--- config.mk ---
export PLATFORM = sky130hd
export DESIGN_NAME = ssgs_regs
export DESIGN_NICKNAME = d
export VERILOG_FILES = /design/src/design/ssgs_pkg.sv /design/src/design/ssgs_regs.sv
export SDC_FILE = /design/constraint.sdc
export NUM_CORES = 1
export LEC_CHECK = 0
export BUFFER_PORTS_ARGS = -buffer_cell sky130_fd_sc_hd__clkbuf_2
export CELL_PAD_IN_SITES_DETAIL_PLACEMENT = 1
export CELL_PAD_IN_SITES_GLOBAL_PLACEMENT = 2
export CORE_ASPECT_RATIO = 1.25
export CORE_UTILIZATION = 27
export DETAILED_ROUTE_END_ITERATION = 8
export PLACE_DENSITY = 0.78
export SLEW_MARGIN = 40
export SYNTH_ARGS = -nofsm -noshare
export SYNTH_HDL_FRONTEND = slang
export SYNTH_SLANG_ARGS = --single-unit
--- constraint.sdc ---
create_clock -name i_clk -period 2.3 [get_ports i_clk]
set_clock_uncertainty 0.2 [all_clocks]
set_input_delay 0.345 -clock i_clk [delete_from_list [all_inputs] [get_ports i_clk]]
set_output_delay 0.345 -clock i_clk [all_outputs]
set_load 0.03 [all_outputs]
--- src/design/ssgs_pkg.sv ---
// ----------------------------------------------------------------------------
// ssgs_pkg
// Shared constants, register map, types and coefficient selection for the
// separable Gaussian smoothing block.
// ----------------------------------------------------------------------------
package ssgs_pkg;

    localparam int DEF_MAX_TAPS   = 8;
    localparam int DEF_MAX_WIDTH  = 1024;
    localparam int DEF_PIXEL_BITS = 16;

    localparam int COEF_BITS  = 16;
    localparam int ROW_BITS   = 12;
    localparam int COL_BITS   = 10;
    localparam int MAX_HEIGHT = 4096;
    localparam int APB_AW     = 6;
    localparam int APB_DW     = 64;

    localparam logic [2:0] REG_TAPS    = 3'd0;
    localparam logic [2:0] REG_WIDTH   = 3'd1;
    localparam logic [2:0] REG_HEIGHT  = 3'd2;
    localparam logic [2:0] REG_COEF_LO = 3'd3;
    localparam logic [2:0] REG_COEF_HI = 3'd4;

    typedef struct packed {
        logic [3:0]  tap_count;
        logic [10:0] line_width;
        logic [12:0] frame_height;
        logic [63:0] coeffs_low;
        logic [63:0] coeffs_high;
    } t_cfg;

    typedef struct packed {
        logic accept;
        logic acc_clr;
        logic issue;
        logic src_line;
        logic hv_load;
        logic res_load;
        logic mem_wr;
    } t_cmd;

    typedef struct packed {
        logic h_ok;
        logic v_ok;
        logic out_free;
    } t_stat;

    function automatic logic [COEF_BITS-1:0] coeff_sel(input logic [63:0] lo,
                                                       input logic [63:0] hi,
                                                       input logic [3:0]  tap);
        logic [COEF_BITS-1:0] c;
        c = '0;
        if (tap < 4'd4) begin
            c = lo[{tap[1:0], 4'b0000} +: COEF_BITS];
        end else if (tap < 4'd8) begin
            c = hi[{tap[1:0], 4'b0000} +: COEF_BITS];
        end
        return c;
    endfunction

endpackage

--- src/design/ssgs_regs.sv ---
// ----------------------------------------------------------------------------
// ssgs_regs
// APB configuration registers: tap count, frame size and coefficients.
// ----------------------------------------------------------------------------
module ssgs_regs (
    input  logic                          i_clk,
    input  logic                          i_rst_n,
    input  logic                          psel,
    input  logic                          penable,
    input  logic                          pwrite,
    input  logic [ssgs_pkg::APB_AW-1:0]   paddr,
    input  logic [ssgs_pkg::APB_DW-1:0]   pwdata,
    output logic [ssgs_pkg::APB_DW-1:0]   prdata,
    output logic                          pready,
    output ssgs_pkg::t_cfg                o_cfg
);
    import ssgs_pkg::*;

    t_cfg       r_cfg;
    logic [2:0] idx;
    logic       wr;

    assign idx    = paddr[5:3];
    assign wr     = psel && penable && pwrite;
    assign pready = 1'b1;
    assign o_cfg  = r_cfg;

    always_ff @(posedge i_clk) begin
        if (!i_rst_n) begin
            r_cfg.tap_count    <= 4'd1;
            r_cfg.line_width   <= 11'd640;
            r_cfg.frame_height <= 13'd480;
            r_cfg.coeffs_low   <= 64'd32768;
            r_cfg.coeffs_high  <= 64'd0;
        end else if (wr) begin
            unique case (idx)
                REG_TAPS:    r_cfg.tap_count    <= pwdata[3:0];
                REG_WIDTH:   r_cfg.line_width   <= pwdata[10:0];
                REG_HEIGHT:  r_cfg.frame_height <= pwdata[12:0];
                REG_COEF_LO: r_cfg.coeffs_low   <= pwdata;
                REG_COEF_HI: r_cfg.coeffs_high  <= pwdata;
                default: ;
            endcase
        end
    end

    always_comb begin
        unique case (idx)
            REG_TAPS:    prdata = APB_DW'(r_cfg.tap_count);
            REG_WIDTH:   prdata = APB_DW'(r_cfg.line_width);
            REG_HEIGHT:  prdata = APB_DW'(r_cfg.frame_height);
            REG_COEF_LO: prdata = r_cfg.coeffs_low;
            REG_COEF_HI: prdata = r_cfg.coeffs_high;
            default:     prdata = '0;
        endcase
    end

endmodule

After elaboration in Yosys (flattened, before gate mapping)
Cells that the tools add are included. W data, S select, Z words.

Multiplexer cells: 1. Bitwise gates (word level): 0. Multipliers: 0. Reduce and logical (&&, ||, !) cells: 8. Equal/unequal tests: 4. Shift operators: 0. Order comparisons: 0. Div/mod/pow operators: 0. Add/subtract/negate cells: 0.

Operators by type and width (number): $pmux W64 S5 (1); $reduce_and A2 Y1 (5); $eq A3 B2 Y1 const B (2); $eq A3 B1 Y1 const B (1); $eq A3 B3 Y1 const B (1); $logic_not A3 Y1 (1); $logic_and A1 B1 Y1 (2).

Memory bits (writable): 0. Bits in registers: 156. Output and inout port bits: 221. Latch bits: 0. Memories: 0. ROM bits: 0. Logic and storage cells: 18. Bits of input ports: 75.

Logic depth before layout (Yosys ltp)
Word-level depth: 3. Gate-level depth with buffers: 7. Depth with buffers taken out: 3.

Worst setup path before layout
No wires, ideal clock.

Path kind: input to output. Start point: input paddr[3] (netlist name). End point: output prdata[11] (netlist name). Stages on the path: 4. Buffers on the path: 2. Data required time: 1755 ps. Path slack: 148 ps. Arrival time: 1607 ps. Cells stage by stage: buf_2 -> buf_2 -> mux2i_1 -> o21ai_0.

Word-level cells in the longest chain between the ends: 2. Elaborated cells on any way between the ends: 6. Classes of those cells: 4 x eq/ne; 1 x mux; 1 x reduce/logical.

Ends and longest elaborated chain: from (decl) (RTL line ssgs_regs.sv:11) `input logic [ssgs_pkg::APB_AW-1:0] paddr,`; $eq A3 B3 Y1 (tied with other cells) (RTL line ssgs_regs.sv:48) `unique case (idx)`; $pmux W64 S5 (*) (RTL line ssgs_regs.sv:48); to (decl) (RTL line ssgs_regs.sv:13) `output logic [ssgs_pkg::APB_DW-1:0] prdata,`.

Every way passes the cells marked *; elsewhere a longest branch is shown, timed or not.

Final worst setup path
Start point: input paddr[3] (netlist name). End point: output prdata[1] (netlist name).

Same word-level chain as after synthesis.

==> reports/qor.txt <==
IO Count: 296
synthesized netlist net count: 786
clock root buffer: clkbuf_16
GP Congestion: 0.720
fmax: 468 MHz
final WL: 22.7 mm
Routed Antenna Nets: 0
Final setup viols: 0
Synth Area per Inst: 9.53 sq um
critical path class: in2out
worst hold slack: 0.0210 ns
Netlist cell types: 30
hold-fix buffers at CTS: 52
post-CTS setup buffer count: 0
HP Class: in2reg
R2R Setup Slk: 1.33 ns
Comb pwr share: 8.4%
final worst-path cycle share: 92.9%
Die Wd: 144 um
HPWL after DPL: 16.3 mm
PnR worst setup slack: 0.162 ns
first-pass GRT wire length: 35.1 mm
leakage: 0.00426 uW
Iteration-0 DRC Markers: 236
starting density of the core: 27.6%
pwr dens: 622 nW/um^2
startpoint types: input pin
hold path depth: 3
total power: 6070 uW
CTS tree: yes
Post-Place Setup Slack: 0.0860 ns
Placed Cells: 1299
clk_lat worst skew: 0.42 ns
Setup TNS: 0 ns
CTS buffer count: 17
layout cells sized above 1: 34.2%
core area: 24600 sq um
Cells after Synth: 711
Die Y: 179 um
Layout Nets: 1115
final cell count without fillers: 1383
Req. time, crit path: 1.75 ns
Residual DRC: 0
Switching Share: 25.7%
CP arrival: 1.59 ns
GRT Util Overall: 17.7%
VDD IR-drop max: 0.466 mV
Layout area overhead: 43.9%
ant diodes: 0
final hold vios: 0
outcome: complete, no violations
Clock Path Buffers: 2
RSZ-0062 raised after global routing: no
post-synthesis cell area: 6780 sq um
Avg WL per Cell: 16.4 um
GR Overflow Total: 0
Warnings, synthesis: 0
Setup crit end kind: primary output
clock power share: 46.5%
vias post-DR: 6390
largest net degree at the start of global routing: 83
initial antenna violation count: 0
Max-cap violations: 0
Pint: 4510 uW
Seq/Total Area, Yosys: 46.1%
cell count of the worst reg-to-reg path: 2
vias per inst: 4.62
H-tree levels: 4
sequential share of power: 45.1%
# clock sinks: 156
vias in the first global route: 6587
Die Area: 25700 sq um
Clk pin slew, worst setup/hold paths: 0.06 ns
CTS resizes: 0
net switching power: 1560 uW
Pre-Repair DR Iteration Count: 4
fillcell total: 2961
Final Critical Period: 2.14 ns
final slew viol count: 0
CP max FO: 12
site row count: 64
port bufs: 291
max reg flops: 156
Seq cells post-synth: 156
-- synth_stat cells --
library cell,n,area share (%)
and3_1,1,0.092
inv_1,6,0.33
o31ai_1,2,0.22
o21ai_0,3,0.22
o311ai_0,1,0.13
or3_1,1,0.092
nor3b_4,1,0.28
nand3_1,2,0.15
o211ai_1,4,0.44
clkbuf_2,1,0.074
clkbuf_1,35,1.9
o22ai_1,11,1.0
nand4_1,3,0.28
and4b_1,1,0.15
dfxtp_1,156,46
nand2_1,216,12
nor2_4,1,0.17
nand2b_1,1,0.092
buf_4,9,1.0
a22oi_1,15,1.7
buf_6,7,1.2
buf_2,10,0.74
nand4b_2,1,0.22
and4_1,1,0.13
mux2_2,4,0.66
nor2b_1,5,0.46
nor2_1,2,0.11
mux2i_1,159,23
conb_1,1,0.055
a22o_1,51,6.6
-- layout make-up --
class | count | area [sq um] | area share (%)
clock inverter | 12 | 130 | 1.33
sequential | 156 | 3120 | 32.0
clock buffer | 20 | 457 | 4.68
timing repair buffer | 372 | 2300 | 23.6
inverter | 6 | 22.5 | 0.231
multi-input combinational | 487 | 3310 | 33.9
tap | 330 | 413 | 4.23
-- stage by stage --
stage | instance area, sq um | util (%)
3_5_place_dp | 8650 | 35.2
3_3_place_gp | 8650 | 35.2
4_1_cts | 9750 | 39.7
2_1_floorplan | 6780 | -
6_report | 9750 | 39.7
5_1_grt | 9750 | 39.7
-- power groups by stage --
stage	sequential, uW	combinational, uW	clock (uW)
global route	2740	555	3030
detailed placement	2800	444	0
CTS	2740	521	2920
global placement	2800	438	0
floorplan	2840	220	0
finish	2740	509	2820
-- cell families after synthesis --
kind of cell           Yosys count  share of synthesized area [%]
multiplexers                   163                           24.2
AND/OR/NAND/NOR                236                           14.2
flip-flops                     156                           46.1
buffers and inverters           68                           5.24
AO/OA/AOI/OAI                   87                           10.3
other                            1                         0.0553
-- cell usage in the layout, fill, tap and decap left out, types with 5 or more instances in the layout --
cell	instances
clkbuf_2	290
nand2_1	216
mux2i_1	159
dfxtp_1	156
dlygate4sd3_1	52
a22o_1	51
buf_4	21
clkbuf_16	17
a22oi_1	15
o22ai_1	11
buf_12	8
inv_1	6
nor2b_1	5
clkinv_4	5
-- critical path: stages --
cell	delay, ns
clkbuf_2	0.23
nor2_1	0.42
a22oi_1	0.17
o22ai_1	0.18
clkbuf_2	0.24
-- path summary, 6_finish.rpt --
kind	from	endpoint
worst max-delay path	paddr[3]	prdata[1]
worst min-delay path	pwdata[16]	o_cfg[16]
worst max register to register	o_cfg[79]	o_cfg[79]
worst min register to register	o_cfg[128]	o_cfg[128]
-- per-layer routing --
layer | vias up | GRT usage (%) | routed length, um
met1 | 3072 | 20.2 | 9720
met3 | 19 | 4.41 | 1100
met4 | 0 | 4.61 | 268
met5 | - | 0 | 0
li1 | 3118 | - | -
met2 | 181 | 32.4 | 11600
(Power assumes the default switching activity.)
