$ cat config.mk
export PLATFORM = sky130hd
export DESIGN_NAME = ssgs_ctrl
export DESIGN_NICKNAME = d
export VERILOG_FILES = /design/src/design/ssgs_pkg.sv /design/src/design/ssgs_ctrl.sv
export SDC_FILE = /design/constraint.sdc
export NUM_CORES = 1
export LEC_CHECK = 0
export BUFFER_PORTS_ARGS = -buffer_cell sky130_fd_sc_hd__buf_4
export CORE_MARGIN = 3
export CORE_UTILIZATION = 52
export DETAILED_ROUTE_END_ITERATION = 6
export GPL_ROUTABILITY_DRIVEN = 0
export PLACE_DENSITY = 0.77
export SLEW_MARGIN = 20
export SYNTH_ARGS = -nofsm -noshare
export SYNTH_HDL_FRONTEND = slang
export SYNTH_SLANG_ARGS = --single-unit
$ cat constraint.sdc
create_clock -name i_clk -period 3.1 [get_ports i_clk]
set_input_delay 0 -clock i_clk [delete_from_list [all_inputs] [get_ports i_clk]]
set_output_delay 0 -clock i_clk [all_outputs]
set_load 0.01 [all_outputs]
$ cat src/design/ssgs_pkg.sv
// ----------------------------------------------------------------------------
// ssgs_pkg
// Shared constants, register map, types and coefficient selection for the
// separable Gaussian smoothing block.
// ----------------------------------------------------------------------------
package ssgs_pkg;

    localparam int DEF_MAX_TAPS   = 8;
    localparam int DEF_MAX_WIDTH  = 1024;
    localparam int DEF_PIXEL_BITS = 16;

    localparam int COEF_BITS  = 16;
    localparam int ROW_BITS   = 12;
    localparam int COL_BITS   = 10;
    localparam int MAX_HEIGHT = 4096;
    localparam int APB_AW     = 6;
    localparam int APB_DW     = 64;

    localparam logic [2:0] REG_TAPS    = 3'd0;
    localparam logic [2:0] REG_WIDTH   = 3'd1;
    localparam logic [2:0] REG_HEIGHT  = 3'd2;
    localparam logic [2:0] REG_COEF_LO = 3'd3;
    localparam logic [2:0] REG_COEF_HI = 3'd4;

    typedef struct packed {
        logic [3:0]  tap_count;
        logic [10:0] line_width;
        logic [12:0] frame_height;
        logic [63:0] coeffs_low;
        logic [63:0] coeffs_high;
    } t_cfg;

    typedef struct packed {
        logic accept;
        logic acc_clr;
        logic issue;
        logic src_line;
        logic hv_load;
        logic res_load;
        logic mem_wr;
    } t_cmd;

    typedef struct packed {
        logic h_ok;
        logic v_ok;
        logic out_free;
    } t_stat;

    function automatic logic [COEF_BITS-1:0] coeff_sel(input logic [63:0] lo,
                                                       input logic [63:0] hi,
                                                       input logic [3:0]  tap);
        logic [COEF_BITS-1:0] c;
        c = '0;
        if (tap < 4'd4) begin
            c = lo[{tap[1:0], 4'b0000} +: COEF_BITS];
        end else if (tap < 4'd8) begin
            c = hi[{tap[1:0], 4'b0000} +: COEF_BITS];
        end
        return c;
    endfunction

endpackage

$ cat src/design/ssgs_ctrl.sv
// ----------------------------------------------------------------------------
// ssgs_ctrl
// Sequencer: steps the shared multiply-accumulate through horizontal and
// vertical tap terms of one pixel word at a time.
// ----------------------------------------------------------------------------
module ssgs_ctrl #(
    parameter int MAX_TAPS = ssgs_pkg::DEF_MAX_TAPS,
    localparam int JW      = $clog2(2 * MAX_TAPS - 1)
) (
    input  logic            i_clk,
    input  logic            i_rst_n,
    input  logic            i_in_valid,
    output logic            o_in_ready,
    input  ssgs_pkg::t_stat i_stat,
    input  logic [JW-1:0]   i_last_idx,
    output ssgs_pkg::t_cmd  o_cmd,
    output logic [JW-1:0]   o_idx
);
    import ssgs_pkg::*;

    typedef enum logic [8:0] {
        S_IDLE = 9'b000000001,
        S_CHK  = 9'b000000010,
        S_HRUN = 9'b000000100,
        S_HDRN = 9'b000001000,
        S_HFIN = 9'b000010000,
        S_VRUN = 9'b000100000,
        S_VDRN = 9'b001000000,
        S_VFIN = 9'b010000000,
        S_WR   = 9'b100000000
    } t_state;

    t_state        r_state, n_state;
    logic [JW-1:0] r_idx, n_idx;
    logic [1:0]    r_drn, n_drn;

    always_ff @(posedge i_clk) begin
        if (!i_rst_n) begin
            r_state <= S_IDLE;
            r_idx   <= '0;
            r_drn   <= '0;
        end else begin
            r_state <= n_state;
            r_idx   <= n_idx;
            r_drn   <= n_drn;
        end
    end

    always_comb begin
        n_state    = r_state;
        n_idx      = r_idx;
        n_drn      = r_drn;
        o_cmd      = '0;
        o_in_ready = 1'b0;
        unique case (r_state)
            S_IDLE: begin
                o_in_ready = i_rst_n;
                if (i_in_valid && i_rst_n) begin
                    o_cmd.accept = 1'b1;
                    n_state      = S_CHK;
                end
            end
            S_CHK: begin
                if (i_stat.h_ok) begin
                    o_cmd.acc_clr = 1'b1;
                    n_idx         = '0;
                    n_state       = S_HRUN;
                end else begin
                    n_state = S_IDLE;
                end
            end
            S_HRUN: begin
                o_cmd.issue = 1'b1;
                if (r_idx == i_last_idx) begin
                    n_drn   = '0;
                    n_state = S_HDRN;
                end else begin
                    n_idx = r_idx + 1'b1;
                end
            end
            S_HDRN: begin
                if (r_drn == 2'd2) n_state = S_HFIN;
                else               n_drn   = r_drn + 2'd1;
            end
            S_HFIN: begin
                o_cmd.hv_load = 1'b1;
                if (i_stat.v_ok) begin
                    o_cmd.acc_clr = 1'b1;
                    n_idx         = '0;
                    n_state       = S_VRUN;
                end else begin
                    n_state = S_WR;
                end
            end
            S_VRUN: begin
                o_cmd.issue    = 1'b1;
                o_cmd.src_line = 1'b1;
                if (r_idx == i_last_idx) begin
                    n_drn   = '0;
                    n_state = S_VDRN;
                end else begin
                    n_idx = r_idx + 1'b1;
                end
            end
            S_VDRN: begin
                if (r_drn == 2'd2) n_state = S_VFIN;
                else               n_drn   = r_drn + 2'd1;
            end
            S_VFIN: begin
                if (i_stat.out_free) begin
                    o_cmd.res_load = 1'b1;
                    o_cmd.mem_wr   = 1'b1;
                    n_state        = S_IDLE;
                end
            end
            S_WR: begin
                o_cmd.mem_wr = 1'b1;
                n_state      = S_IDLE;
            end
            default: n_state = S_IDLE;
        endcase
    end

    assign o_idx = r_idx;

endmodule

# ---- Yosys cells after proc, flatten, opt, wreduce, memory -nomap -nowiden
# Cells that the tools add are included.
dict set report totals {
  reg_bits 15
  in_bits 10
  output_inout_bits 12
  wordCells 63
}
dict set report op_classes {
  add_sub_neg 2
  n_eq_ne 22
  mux 28
  reduce_logical 8
}
# cell count
set ops {}
lappend ops {{one-hot mux 9 bit (8 select lines)} 1}
lappend ops {{two-way mux 9 bit} 7}
lappend ops {{!= test 2 bit (second input constant)} 10}
lappend ops {{two-way mux 4 bit} 3}
lappend ops {{one-hot mux 4 bit (3 select lines)} 1}
lappend ops {{equality test 9 x 1 -> 1 bit (second input constant)} 1}
lappend ops {{equality test 9 x 2 -> 1 bit (second input constant)} 1}
lappend ops {{equality test 9 x 3 -> 1 bit (second input constant)} 1}
lappend ops {{equality test 9 x 4 -> 1 bit (second input constant)} 1}
lappend ops {{equality test 9 x 5 -> 1 bit (second input constant)} 1}
lappend ops {{equality test 9 x 6 -> 1 bit (second input constant)} 1}
lappend ops {{equality test 9 x 7 -> 1 bit (second input constant)} 1}
lappend ops {{equality test 9 x 8 -> 1 bit (second input constant)} 1}
lappend ops {{equality test 9 bit (second input constant)} 1}
lappend ops {{two-way mux 1 bit} 9}
lappend ops {{two-way mux 2 bit} 3}
lappend ops {{AND reduction 6 bit} 1}
lappend ops {{adder 4 x 1 -> 4 bit (second input constant)} 1}
lappend ops {{equality test 4 bit} 1}
lappend ops {{one-hot mux 1 bit (2 select lines)} 2}
lappend ops {{one-hot mux 2 bit (2 select lines)} 1}
lappend ops {{AND reduction 4 bit} 1}
lappend ops {{OR reduction 2 bit} 2}
lappend ops {{two-way mux 3 bit} 1}
lappend ops {{7 further kinds} 7}

# ---- Longest topological paths before layout
# Gate-level depths: netlist (run 1).
dict set report logic_depth {
  depth_word 4
  mapped_depth 6
  depth_no_buf 5
}

# ---- Worst setup path before layout (run 1)
# OpenSTA, ideal clock, no wires.
dict set report synth_path {
  path_type {register to register}
  startpoint {reg r_state[5]}
  endpoint {reg r_state[0]}
  setup_time_ns 0.122
  t_arrival_ns 2.045
  required_ns 2.978
  slack_ns 0.933
  stages_incl_launch_ff 7
  n_path_buf 1
  synth_period_minus_slack_ns 2.167
  cell_sequence {dfxtp_1 buf_6 or4_4 or4b_4 a21oi_4 nor3_2 a221o_1}
}
dict set report synth_between {
  elab_chain_cells 3
  word_cells_on_any_way 16
  classes_between {14 x eq/ne; 1 x mux; 1 x reduce/logical}
}
# element line_no
set synth_lines {}
lappend synth_lines {{from (decl)} ssgs_ctrl.sv:33} ;# t_state r_state, n_state;
lappend synth_lines {{from (signal assigned)} ssgs_ctrl.sv:43} ;# r_state <= n_state;
lappend synth_lines {{equality test 9 x 4 -> 1 bit (tied with other cells)} ssgs_ctrl.sv:55} ;# unique case (r_state)
lappend synth_lines {{!= test 2 bit (no line)} n/a}
lappend synth_lines {{AND reduction 6 bit (no line)} n/a}
# Several ways; a longest one is shown, not always the timed one.
# A chain may end at the register's enable or synchronous reset.

# ---- Final worst setup path (run 1)
# Ends and elaborated chain as after synthesis.

==> flow_metrics.tcl, run 1 <==
set metrics [dict create \
    max-cap-violations 0 \
    status "completed" \
    place.port_buffers 21 \
    first_pass_iters 4 \
    required_ns 3.28 \
    fin_cells 176 \
    viasPerCell 6.148 \
    critical_path_arrival_ns 2.47 \
    boundaryPins 22 \
    crit_fanout 9 \
    rsz0062_at_grt "no" \
    die_h_um 49.88 \
    mostFrequentLayoutCells "buf_4 (22), dfxtp_1 (15), a21oi_1 (10), nand2_1 (9), o21ai_0 (8)" \
    layout_commonest_cell "buf_4" \
    ir_worst_vdd_uv 231.6 \
    ys_ff_latch 15 \
    clkTransAtPathRegs_ns 0.10 \
    fp-row-count 15 \
    fmax_mhz 436.3 \
    design.die.area_um2 2488 \
    slew_violations 0 \
    leakage_nw 0.5491 \
    end_kind "flop" \
    nFillCells 159 \
    avgSynthCellArea_um2 7.944 \
    tritoncts "done" \
    track_usage 0.2386 \
    synthArstFlopShare 0 \
    clockBufferDepth 2 \
    setup_viol 0 \
    hold_path.class "in2reg" \
    tns_ns 0 \
    synth_nets 138 \
    route.detailed.drc 0 \
    vias 1082 \
    diodes 0 \
    dp.cells 170 \
    dp_hpwl_um 2066 \
    cts.sinks 15 \
    h-tree-depth 1 \
    slew-limit-headroom 0.4641 \
    wirelength_um 2743 \
    yosysSeqAreaShare 0.3000 \
    finClkSkew_ns 0.006062 \
    core-area_um2 1764 \
    insertion_delay_ns 0.29 \
    die_x_um 49.88 \
    worst_pin_slew_ns 0.7978 \
    post-route-period-util 0.7393 \
    power_density_nw_per_um2 316.1 \
    area_growth_syn_to_layout_pct 22.75 \
    cp-start-kind "flop" \
    syn_area_um2 1001 \
    ys_types 41 \
    start_util 0.5674 \
    grt_pass1_vias 1010 \
    antenna_found_initial 0 \
    avgRoutedWirePerCell_um 15.59 \
    synth_edf_count 0 \
    yosys_warnings 0 \
    grt_max_degree 14 \
    post-route-min-period_ns 2.292 \
    drive_gt1_frac 0.2185 \
    cts-root-buf "clkbuf_4" \
    grt_pass1_wl_um 4533 \
    yosys_most_used_dff "dfxtp_1" \
    final_nets 164 \
    antenna_left 0 \
    syn_inst 126 \
    numCtsBuffers 3 \
    hold_viol_final 0 \
    drt_iter0_markers 29 \
    post-cts-setup-buffers 0 \
    overflow 0 \
    critPathKind "reg2reg" \
]
-- sequential cells by signal, summed over array words and instances (netlist names) --
name	flops
o_idx	4
r_state	9
r_drn	2
-- through the flow --
| step | hold WS [ns] | power (mW) | utilization | setup slack, ns | area (µm²) |
|---|---|---|---|---|---|
| 3_3_place_gp | 0.2612 | 0.2704 | 0.6681 | 0.8919 | 1179 |
| 5_1_grt | 0.02081 | 0.4107 | 0.6965 | 0.6958 | 1229 |
| 3_5_place_dp | 0.2718 | 0.2719 | 0.6681 | 0.8580 | 1179 |
| 6_report | 0.02482 | 0.3884 | 0.6965 | 0.8081 | 1229 |
| 2_1_floorplan | 0.09833 | 0.2465 | - | 0.9333 | 1001 |
| 4_1_cts | 0.01677 | 0.3909 | 0.6965 | 0.8131 | 1229 |
-- final cells by class --
| type | count | area, µm² | area share |
|---|---|---|---|
| clock inverters | 1 | 7.507 | 0.006110 |
| repair buffers | 24 | 185.2 | 0.1507 |
| clock buffers | 3 | 22.52 | 0.01833 |
| well taps | 25 | 31.28 | 0.02546 |
| multi-input cells | 101 | 655.6 | 0.5336 |
| inverters | 7 | 26.28 | 0.02138 |
| flip-flops and latches | 15 | 300.3 | 0.2444 |
-- timing repair --
action,4_1_cts,5_1_grt
hold endpoints to repair,2,0
hold buffers,2,0
gates resized for setup,0,0
-- critical path, cell delays in order (launching register included) --
cell and delay [ns]:
dfxtp_1 0.41, or4_4 0.56, or4b_4 0.55, a21oi_4 0.28, nor3_2 0.10, a221o_1 0.30
-- Yosys cell counts, types with 2 or more instances --
cell type   n  area share
dfxtp_1    15        0.30
a21oi_1    10       0.050
nand2_1     9       0.034
o21ai_0     8       0.040
inv_1       7       0.026
nand3_1     7       0.035
xor2_1      6       0.052
nand4_1     5       0.031
nor2_1      5       0.019
nor3_1      5       0.025
and3_1      4       0.025
nand2b_1    4       0.025
nor4_1      4       0.025
o31ai_1     4       0.030
a31oi_1     2       0.012
clkbuf_1    2      0.0075
ha_1        2       0.025
nor2b_1     2       0.012
nor3b_1     2       0.015
o21a_1      2       0.015
-- routing by layer --
layer,up-vias,global-route usage,wire [µm]
met5,-,0,0
met1,497,0.2778,1109
met4,0,0.1060,74
met2,53,0.4031,1313
li1,522,-,-
met3,10,0.06647,246
-- final timing paths --
kind | from | to | slack, ns | depth (start not counted)
min | i_rst_n | r_state[7] | 0.02 | 2
max reg2reg | r_state[5] | r_state[0] | 0.81 | 5
max | r_state[5] | r_state[0] | 0.81 | 5
min reg2reg | r_drn[0] | r_drn[0] | 0.48 | 1
-- kinds of logic (layout without fill, tap and decap cells) --
logic type | after synthesis | in the layout | share of synthesized area
and+or+nand+nor | 59 | 59 | 0.3500
AOI/OAI and AO/OA | 34 | 34 | 0.2275
buffers and inverters | 10 | 35 | 0.04501
xor gates and xnor gates | 6 | 6 | 0.05250
DFF | 15 | 15 | 0.3000
adders and majority gates | 2 | 2 | 0.02500
-- power by group --
| part | internal (mW) | switching, mW | leakage (nW) |
|---|---|---|---|
| Clock | 0.0490 | 0.0682 | 0.0139 |
| Sequential | 0.196 | 0.00557 | 0.121 |
| Combinational | 0.0326 | 0.0371 | 0.414 |
| Total | 0.278 | 0.111 | 0.549 |
No activity file was read; power rests on OpenSTA's default activity.
==> run 2: changes to the inputs <==
==> constraint.sdc (replaced) <==
create_clock -name i_clk -period 2.3 [get_ports i_clk]
set_input_delay 0 -clock i_clk [delete_from_list [all_inputs] [get_ports i_clk]]
set_output_delay 0 -clock i_clk [all_outputs]
set_load 0.01 [all_outputs]
==> flow_metrics.tcl, run 2 (synthesized netlist as in run 1, its figures left out) <==
set metrics [dict create \
    status "completed" \
    post-route-period-util 0.9517 \
    regMostFlops "r_state" \
    mostFrequentLayoutCells "buf_4 (30), dfxtp_1 (15), a21oi_1 (10), nand2_1 (9), o21ai_0 (8)" \
    end_kind "flop" \
    finClkSkew_ns 0.002887 \
    tritoncts "done" \
    grt_max_degree 14 \
    setup_viol 0 \
    slew-limit-headroom 0.6813 \
    fp-row-count 15 \
    drive_gt1_frac 0.2532 \
    cp-start-kind "flop" \
    hold_viol_final 0 \
    timing.critical_path.to "r_state[0]" \
    avgRoutedWirePerCell_um 15.14 \
    ff2ff_path_depth 5 \
    ir_worst_vdd_uv 303.2 \
    area_growth_syn_to_layout_pct 27.37 \
    rsz0062_at_grt "no" \
    grt_pass1_wl_um 4485 \
    wirelength_um 2771 \
    critical_path_arrival_ns 2.37 \
    die_x_um 49.88 \
    first_pass_iters 4 \
    dp_slack_ns 0.1292 \
    setup_slack_ns 0.1111 \
    largest_reg_flops 9 \
    r2r_end "r_state[0]" \
    place.port_buffers 21 \
    critPathLaunch "r_state[4]" \
    leakage_nw 0.5869 \
    insertion_delay_ns 0.29 \
    track_usage 0.2380 \
    layout_commonest_cell "buf_4" \
    postCtsHoldBufs 1 \
    diodes 0 \
    route.detailed.drc 0 \
    antenna_left 0 \
    core-area_um2 1764 \
    worst_pin_slew_ns 0.4744 \
    ctsResizeCount 0 \
    power_density_nw_per_um2 410.5 \
    cts-root-buf "clkbuf_4" \
    viasPerCell 5.820 \
    required_ns 2.48 \
    vias 1065 \
    grt_pass1_vias 974 \
    fmax_mhz 456.8 \
    overflow 0 \
    critPathKind "reg2reg" \
    die_h_um 49.88 \
    max-cap-violations 0 \
    tns_ns 0 \
    clockBufferDepth 2 \
    slew_violations 0 \
    clkTransAtPathRegs_ns 0.09 \
    h-tree-depth 1 \
    hold_path.class "in2reg" \
    ff2ff_setup_slack_ns 0.11 \
    final_nets 171 \
    design.die.area_um2 2488 \
    boundaryPins 22 \
    cts.sinks 15 \
    post-cts-setup-buffers 0 \
    dp_hpwl_um 2151 \
    reg2reg_from "r_state[4]" \
    drt_iter0_markers 41 \
    numCtsBuffers 3 \
    antenna_found_initial 0 \
    crit_fanout 8 \
    hold_depth 3 \
    start_util 0.5674 \
    post-route-min-period_ns 2.189 \
]
## run 2: worst min-delay path by stage
stage / start / to / slack (ns)
4_1_cts: i_stat[1] / r_state[5] / 0.008
5_1_grt: i_rst_n / r_state[7] / 0.006
3_3_place_gp: i_in_valid / r_state[1] / 0.27
3_5_place_dp: i_in_valid / r_state[1] / 0.27
6_report: i_stat[1] / r_state[5] / 0.007
2_1_floorplan: i_stat[0] / o_cmd[1] / 0.1
## run 2: worst max-delay path, cell delays in order, from the launching register on
cell and delay (ns):
dfxtp_1 0.33, or4_4 0.55, or4b_4 0.54, a21oi_4 0.27
nor3_2 0.09, a221o_1 0.30
## run 2: metrics by stage
stage               power [mW]  utilization  area (µm²)  instances  hold WS [ns]
floorplan               0.3323            -        1001        126       0.09833
global placement        0.3670       0.7021        1239        178        0.2696
detailed placement      0.3697       0.7021        1239        178        0.2676
CTS                     0.5214       0.7227        1275        183      0.007985
global route            0.5433       0.7227        1275        183      0.005687
finish                  0.5233       0.7227        1275        183      0.007216
## run 2: final cells by class
type,count,area (µm²)
clock buffers,4,26.28
fillers,163,489.2
inverters,7,26.28
multi-input cells,101,655.6
flip-flops and latches,15,300.3
well taps,25,31.28
repair buffers,31,235.2
## run 2: report_power, final
| group | total, mW | switching, mW | internal [mW] |
|---|---|---|---|
| clock | 0.157 | 0.0894 | 0.0676 |
| sequential | 0.269 | 0.00541 | 0.264 |
| combinational | 0.0971 | 0.0525 | 0.0446 |
| total | 0.523 | 0.147 | 0.376 |
## run 2: layer usage
metal	track usage	vias to the layer above	part of all wire
met5	0	-	0
met4	0.09677	0	0.016
met3	0.03021	5	0.052
met2	0.4075	35	0.50
met1	0.2985	485	0.43
li1	-	540	-
==> run 3: changes to the inputs <==
--- a/config.mk
+++ b/config.mk
@@ -7,10 +7,9 @@
 export LEC_CHECK = 0
 export BUFFER_PORTS_ARGS = -buffer_cell sky130_fd_sc_hd__buf_4
 export CORE_MARGIN = 3
-export CORE_UTILIZATION = 52
+export CORE_UTILIZATION = 36
 export DETAILED_ROUTE_END_ITERATION = 6
 export GPL_ROUTABILITY_DRIVEN = 0
-export PLACE_DENSITY = 0.77
 export SLEW_MARGIN = 20
 export SYNTH_ARGS = -nofsm -noshare
 export SYNTH_HDL_FRONTEND = slang
==> flow_metrics.tcl, run 3 (synthesized netlist as in run 1, its figures left out) <==
set metrics [dict create \
    mostFrequentLayoutCells "buf_4 (31), dfxtp_1 (15), a21oi_1 (10), nand2_1 (9), o21ai_0 (8)" \
    boundaryPins 22 \
    slew_violations 0 \
    post-route-period-util 0.9427 \
    cts.sinks 15 \
    grt_max_degree 14 \
    final_nets 172 \
    core-area_um2 2567 \
    overflow 0 \
    cp_top_family "simple AND/OR/NAND/NOR gates" \
    cp_cell_sequence "or4_4, or4b_4, a21oi_4, nor3_2, a221o_1" \
    route.detailed.drc 0 \
    antenna_left 0 \
    max-cap-violations 0 \
    wirelength_um 2852 \
    reg2reg_from "r_state[4]" \
    setup_viol 0 \
    hold_start "i_rst_n" \
    tritoncts "done" \
    holdWs_ns 0.03815 \
    power_density_nw_per_um2 408.4 \
    nFillCells 282 \
    die_x_um 58.73 \
    die_h_um 58.73 \
    setup_slack_ns 0.1317 \
    viasPerCell 5.741 \
    hold_path.class "in2reg" \
    dpl-instance-area_um2 1252 \
    final_area_um2 1289 \
    fmax_mhz 461.2 \
    status "completed" \
    worst_path_max_delay_cell "or4_4" \
    required_ns 2.48 \
    tns_ns 0 \
    dp.cells 184 \
    clockBufferDepth 2 \
    track_usage 0.1768 \
    leakage_nw 0.5928 \
    fin_cells 189 \
    critical_path_arrival_ns 2.35 \
    critPathLaunch "r_state[4]" \
    multi_input_area_um2 655.6 \
    grt_pass1_wl_um 4705 \
    dp_hpwl_um 2217 \
    cts-root-buf "clkbuf_4" \
    critPathKind "reg2reg" \
    drt_iter0_markers 29 \
    start_util 0.3899 \
    layout_commonest_cell "buf_4" \
    rsz0062_at_grt "no" \
    drive_gt1_frac 0.2579 \
    finClkSkew_ns 0.006459 \
    vias 1085 \
    end_kind "flop" \
    insertion_delay_ns 0.28 \
    design.die.area_um2 3449 \
    place.port_buffers 21 \
    seqCellArea_um2 300.3 \
    diodes 0 \
    hold_viol_final 0 \
    cp.buffers_inverters 0 \
    grt_pass1_vias 1025 \
    first_pass_iters 4 \
    numCtsBuffers 3 \
    regMostFlops "r_state" \
    antenna_found_initial 0 \
    post-route-min-period_ns 2.168 \
    crit_fanout 8 \
    h-tree-depth 1 \
    dp_slack_ns 0.1634 \
    cp-start-kind "flop" \
    worst_pin_slew_ns 0.3595 \
    max_stage_delay_ns 0.57 \
    slew-limit-headroom 0.7569 \
    largest_reg_flops 9 \
    ir_worst_vdd_uv 338.3 \
    area_growth_syn_to_layout_pct 28.75 \
    avgRoutedWirePerCell_um 15.09 \
    fp-row-count 18 \
    clkTransAtPathRegs_ns 0.09 \
    ctsResizeCount 0 \
]
[run 3: cell type report]
type | count | area share
Clock buffer | 4 | 0.02039
Multi-Input combinational cell | 101 | 0.5087
Inverter | 7 | 0.02039
Sequential cell | 15 | 0.2330
Tap cell | 30 | 0.02913
Timing Repair Buffer | 32 | 0.1883
[run 3: repair_timing]
action,4_1_cts,5_1_grt
hold endpoints to repair,1,0
hold buffers,1,0
buffers inserted,0,0
endpoints found under the setup margin,0,0
[run 3: power by group]
part	total, mW	internal (mW)	leakage [nW]	switching (mW)
logic	0.104	0.0507	0.457	0.0534
clock network	0.152	0.0673	0.0150	0.0845
registers	0.270	0.264	0.121	0.00659
total	0.526	0.382	0.593	0.144
[run 3: routing by layer]
layer	wire, µm	GRT usage	vias to the layer above	part of all wire
li1	-	-	544	-
met1	1314	0.2160	508	0.46
met2	1386	0.2950	29	0.49
met3	110	0.03070	4	0.039
met4	41	0.09061	0	0.014
met5	0	0	-	0
[run 3: path summary, 6_finish.rpt]
path	to	slack (ns)	cells past startpoint
worst max register to register	r_state[0]	0.13	5
worst min register to register	r_drn[0]	0.47	1
worst max-delay path	r_state[0]	0.13	5
worst min-delay path	r_state[7]	0.04	2
[run 3: metrics by stage]
| stage | utilization | power [mW] |
|---|---|---|
| after floorplan | - | 0.3323 |
| after global routing | 0.5019 | 0.5505 |
| after CTS | 0.5019 | 0.5304 |
| final | 0.5019 | 0.5264 |
| after global placement | 0.4878 | 0.3744 |
| after detailed placement | 0.4878 | 0.3764 |
